[src/rtl/core/mse_pkg.sv]
// shared types and constants for the merge sort engine
package mse_pkg;

    localparam int MAX_ITEMS_DEF = 64;
    localparam int DATA_W        = 32;

    typedef enum logic [1:0] {
        ST_IDLE,
        ST_PREP,
        ST_MERGE,
        ST_EMIT
    } t_state;

    typedef struct packed {
        logic wr_en;
        logic wr_bank;
        logic rd_bank;
    } t_store_ctl;

endpackage

[src/rtl/core/mse_store.sv]
// ping-pong value store: two banks, one write port, two registered read ports
module mse_store #(
    parameter int MAX_ITEMS = mse_pkg::MAX_ITEMS_DEF,
    parameter int IW        = $clog2(MAX_ITEMS)
) (
    input  logic                              i_clk,
    input  mse_pkg::t_store_ctl               i_ctl,
    input  logic [IW-1:0]                     i_wr_addr,
    input  logic signed [mse_pkg::DATA_W-1:0] i_wr_data,
    input  logic [IW-1:0]                     i_rd_addr_a,
    input  logic [IW-1:0]                     i_rd_addr_b,
    output logic signed [mse_pkg::DATA_W-1:0] o_rd_a,
    output logic signed [mse_pkg::DATA_W-1:0] o_rd_b
);
    import mse_pkg::*;

    logic signed [DATA_W-1:0] r_bank0 [MAX_ITEMS];
    logic signed [DATA_W-1:0] r_bank1 [MAX_ITEMS];
    logic signed [DATA_W-1:0] r_rd_a;
    logic signed [DATA_W-1:0] r_rd_b;

    always_ff @(posedge i_clk) begin
        if (i_ctl.wr_en && !i_ctl.wr_bank) begin
            r_bank0[i_wr_addr] <= i_wr_data;
        end
        if (i_ctl.wr_en && i_ctl.wr_bank) begin
            r_bank1[i_wr_addr] <= i_wr_data;
        end
    end

    // read side always follows the selected source bank
    always_ff @(posedge i_clk) begin
        r_rd_a <= i_ctl.rd_bank ? r_bank1[i_rd_addr_a] : r_bank0[i_rd_addr_a];
        r_rd_b <= i_ctl.rd_bank ? r_bank1[i_rd_addr_b] : r_bank0[i_rd_addr_b];
    end

    assign o_rd_a = r_rd_a;
    assign o_rd_b = r_rd_b;

endmodule

[config.mk]
export PLATFORM = sky130hd
export DESIGN_NAME = mse_store
export DESIGN_NICKNAME = d
export VERILOG_FILES = /design/src/rtl/core/mse_pkg.sv /design/src/rtl/core/mse_store.sv
export SDC_FILE = /design/constraint.sdc
export NUM_CORES = 2
export LEC_CHECK = 0
export BUFFER_PORTS_ARGS = -buffer_cell sky130_fd_sc_hd__buf_4
export CAP_MARGIN = 40
export CORE_MARGIN = 2
export CORE_UTILIZATION = 34
export CTS_CLUSTER_SIZE = 40
export DETAILED_ROUTE_END_ITERATION = 16
export PLACE_DENSITY = 0.55
export SYNTH_ARGS = -nofsm -noshare
export SYNTH_HDL_FRONTEND = slang
export SYNTH_SLANG_ARGS = --single-unit
[constraint.sdc]
create_clock -name i_clk -period 4.22 [get_ports i_clk]
set_input_delay 0.211 -clock i_clk [delete_from_list [all_inputs] [get_ports i_clk]]
set_output_delay 0.211 -clock i_clk [all_outputs]
set_load 0.03 [all_outputs]
; ---- Word-level counts from Yosys, hierarchy flattened
; Memory sizes are Yosys's and may differ from the RTL's.
; Index checks and enable logic that the tools add are counted.
[word_totals]
out_inout_bits = 64
input_bits = 54
ramBits = 4096
ff_bits = 64
mem_count = 2
[op_classes]
n_mux = 6
n_reduce_logical = 3
[mem_list]
columns = memory, depth, word_bits, read_ports, rd_clocked_by_memory_dff, wr, line_no
row1 = r_bank0, 64, 32, 2, 0, 1, mse_store.sv:17  ; logic signed [DATA_W-1:0] r_bank0 [MAX_ITEMS];
row2 = r_bank1, 64, 32, 2, 0, 1, mse_store.sv:18  ; logic signed [DATA_W-1:0] r_bank1 [MAX_ITEMS];
[ops]
columns = op, count
row1 = $mux W32, 2
row2 = $mux W1, 4
row3 = $logic_and A1 B1 Y1, 2
row4 = $logic_not A1 Y1, 1

; ---- Logic depth before layout (Yosys ltp)
[logic_depth]
ltp_word = 4
depth_mapped = 8

; ---- Least setup slack after synthesis
; No wires, ideal clock.
[synth_timing]
path_type = input -> register
start = in i_wr_addr[5]
end = mem r_bank0[32][0], enable pin
required_ps = 3799
path_buffers = 2
arrival_time_ps = 2643
setup_ps = 421
slack_ps = 1156
stages = 6
cell_sequence = clkbuf_1 or3b_2 clkbuf_1 inv_1 nand2_1 nor2_1
[synth_rtl]
columns = item, line_no
row1 = from (decl), mse_store.sv:8  ; input logic [IW-1:0] i_wr_addr,
row2 = to (decl), mse_store.sv:17
; No word-level cell before the write port.

==> results.json <==
{
  "status": "finished clean",
  "rsz0062_at_grt": "no",
  "totalNegativeSetupSlack_ps": 0,
  "synth_edf_count": 4096,
  "synth_warnings": 0,
  "netlist.area_leader.share_pct": 65.1,
  "port-buffer-count": 117,
  "fin_skew_ps": 65.9,
  "reg2regPathDepth": 5,
  "syn_area_mm2": 0.189,
  "slew_violations": 0,
  "drt_wl_total_um": 700000,
  "cts_buffers": 446,
  "grtUsageTotal_pct": 24.5,
  "cp.required_ps": 5150,
  "first_pass_iters": 6,
  "grt_pass1_wl_um": 929000,
  "combPwrFrac_pct": 9.6,
  "core_area_mm2": 0.553,
  "pin_count": 118,
  "tightest_slew_ps": 1030,
  "yosysUniqueCellTypes": 20,
  "end_kind": "flip-flop",
  "vdd_drop_max_v": 0.000379,
  "stdcell_count": 16100,
  "drc": 0,
  "critical_path.cell_chain": "mux4_2 -> mux4_2 -> mux4_2 -> mux2_2 -> dlygate4sd3_1",
  "antenna_found_initial": 127,
  "r2r_end": "o_rd_b[3]$_DFF_P_",
  "synthCells": 7708,
  "startpoint_type": "flip-flop",
  "fp.dieW_um": 749,
  "fin_crit_sh_pct": 77.9,
  "r2r_slack_ps": 930,
  "cts_max_level": 5,
  "p_int_w": 0.0731,
  "dpl.hpwl_um": 453000,
  "synth_xor_area_share_pct": 0,
  "root_buffer": "clkbuf_16",
  "rows": 273,
  "clk_latency_ps": 1080,
  "switching_share_pct": 24.0,
  "synth_simple_gate_area_share_pct": 0.359,
  "cp_max_fo": 4,
  "yosysMostFrequentCell": "edfxtp_1",
  "hp-class": "input pin to flip-flop",
  "path_depth": 5,
  "critPathMaxStageDelay_ps": 730,
  "finalHoldViolations": 0,
  "grt_max_degree": 82,
  "whs_ps": 30.0,
  "avgSynthCellArea_um2": 24.5,
  "path_class": "flip-flop to flip-flop",
  "path_buf_inv": 1,
  "drt-initial-drc-count": 16900,
  "die_h_um": 749,
  "reg2reg_from": "r_bank1[12][3]$_DFFE_PP_",
  "final_nets": 8386,
  "clock_sinks": 4160,
  "max_cap_violations": 0,
  "cts_buffer_depth": 4,
  "p_leak_nw": 67.4,
  "synth_top_family_by_area": "multiplexers",
  "cp-startpoint": "r_bank1[12][3]$_DFFE_PP_",
  "max_clock_freq_mhz": 304,
  "dp.cells": 15100,
  "max_slew_margin_pct": 31.5,
  "clk_pin_slew_ps": 60,
  "vias": 103000,
  "synthFlopType": "edfxtp_1",
  "drt-wirelength-per-cell_um": 43.5,
  "drive_gt1_share_pct": 49.3,
  "cpLargestDelayFamily": "multiplexers",
  "cp.arrival_ps": 4220,
  "cts_tree": "done",
  "ys_async_sr_fraction_pct": 0,
  "die_area_mm2": 0.561,
  "setup-violations-final": 0,
  "seqPwrFrac_pct": 47.9,
  "initial_core_util_pct": 34.1,
  "fin_crit_ps": 3290,
  "cp-endpoint": "o_rd_b[3]$_DFF_P_",
  "ant_nets": 0,
  "synth_seq_cells": 4160,
  "power_per_cell_area_mw_per_mm2": 435,
  "first_global_vias": 102000,
  "synth_area_leaders": "edfxtp_1 65%, mux4_2 32%, clkbuf_1 0.74%, dfxtp_1 0.68%, mux2_2 0.38%",
  "ys_seq_area_share_pct": 65.8,
  "synth_compound_area_share_pct": 0,
  "yosys-top-cells-count": "4096 x edfxtp_1, 2688 x mux4_2, 371 x clkbuf_1, 133 x buf_2, 131 x nor2_1",
  "yosys.area.top_type": "edfxtp_1",
  "crit_path_top_delay_cell": "mux4_2",
  "viasPerCell": 6.39,
  "routabilityCongestion": 0.854,
  "areaGrowthSynthToFinish_pct": 17.2,
  "synth-adder-area-share_pct": 0,
  "overflow": 0,
  "crit_top_cell": "mux4_2",
  "muxShareOfSynthArea_pct": 32.4,
  "pwr-share-clk_pct": 42.5,
  "p_switching_w": 0.0231,
  "synth_fp_nets": 7762
}
stage by stage:
step | power [W] | worst slack, ps | utilization, % | area (um2)
4_1_cts | 0.0965 | 1010 | 39.9 | 221000
3_3_place_gp | 0.0558 | 408 | 36.8 | 203000
3_5_place_dp | 0.0560 | 394 | 37.1 | 205000
6_report | 0.0961 | 932 | 40.0 | 221000
5_1_grt | 0.0982 | 943 | 40.0 | 221000
2_1_floorplan | 0.0511 | 1160 | - | 189000
repair_timing:
item / in CTS / in global routing
gates resized for setup: 0 / 0
setup buffers: 0 / 0
endpoints found under the hold margin: 2609 / 0
hold buffers: 46 / 0
area by class of cell:
cell class                 count  area [um2]
antenna                       91         228
clock buffer                 574       12000
clock inverter               250        3050
fill                       47700      332000
inverter                      11        41.3
multi-input combinational   2917       62900
sequential                  4160      124000
tap                         7287        9120
timing repair buffer         796        9620
flip-flops by register name (all words and copies together), names as in the netlist:
register  cells
r_bank1    2048
o_rd_b       32
o_rd_a       32
r_bank0    2048
worst min path at each step:
stage	from	end	depth (start not counted)	slack (ps)
after floorplan	i_wr_data[0]	r_bank0[0][0]$_DFFE_PP_	0	310
after detailed placement	i_wr_data[4]	r_bank1[9][4]$_DFFE_PP_	1	500
after global placement	o_rd_b[20]$_DFF_P_	o_rd_b[20]	1	650
after global routing	i_wr_data[4]	r_bank1[8][4]$_DFFE_PP_	2	40
after CTS	i_wr_data[4]	r_bank1[11][4]$_DFFE_PP_	2	50
final	i_wr_data[4]	r_bank1[8][4]$_DFFE_PP_	2	30
metal layers:
metal,share of wire (%),routed length [um],vias to the layer above,track usage [%]
met1,37,261000,57800,32.6
li1,-,-,36800,-
met4,4.9,34500,44,10.4
met2,46,323000,6917,37.8
met5,0.043,304,-,0
met3,12,81000,1183,7.07
cell usage in the layout (no fill, tap or decap), drive strengths merged:
| master | netlist | routed |
|---|---|---|
| edfxtp | 4096 | 4096 |
| mux4 | 2688 | 2688 |
| buf | 249 | 750 |
| clkbuf | 371 | 574 |
| clkinv | 0 | 158 |
| nor2 | 131 | 131 |
| diode | 0 | 91 |
| mux2 | 64 | 64 |
| dfxtp | 64 | 64 |
| bufinv | 0 | 60 |
| dlygate4sd3 | 0 | 46 |
| inv | 11 | 22 |
| clkinvlp | 0 | 21 |
| nand2 | 14 | 14 |
| nand3b | 6 | 6 |
| nand3 | 5 | 5 |
| or3b | 3 | 3 |
| or3 | 2 | 2 |
| nor2b | 1 | 1 |
| nand4 | 1 | 1 |
| and2 | 1 | 1 |
| nand2b | 1 | 1 |
kinds of logic (layout without fill, tap and decap cells):
logic type	after synthesis	count (layout)
flip-flops	4160	4160
multiplexers	2752	2752
buffers and inverters	631	1631
AND/OR/NAND/NOR	165	165
other	0	91
power groups by stage:
| stage | Combinational, W | Sequential [W] | Clock [W] |
|---|---|---|---|
| 2_1_floorplan | 0.00430 | 0.0468 | 0 |
| 3_3_place_gp | 0.00874 | 0.0471 | 0 |
| 3_5_place_dp | 0.00897 | 0.0470 | 0 |
| 4_1_cts | 0.00904 | 0.0461 | 0.0413 |
| 5_1_grt | 0.00938 | 0.0461 | 0.0428 |
| 6_report | 0.00919 | 0.0461 | 0.0409 |
Note: power is estimated with default switching activity, not from simulation.
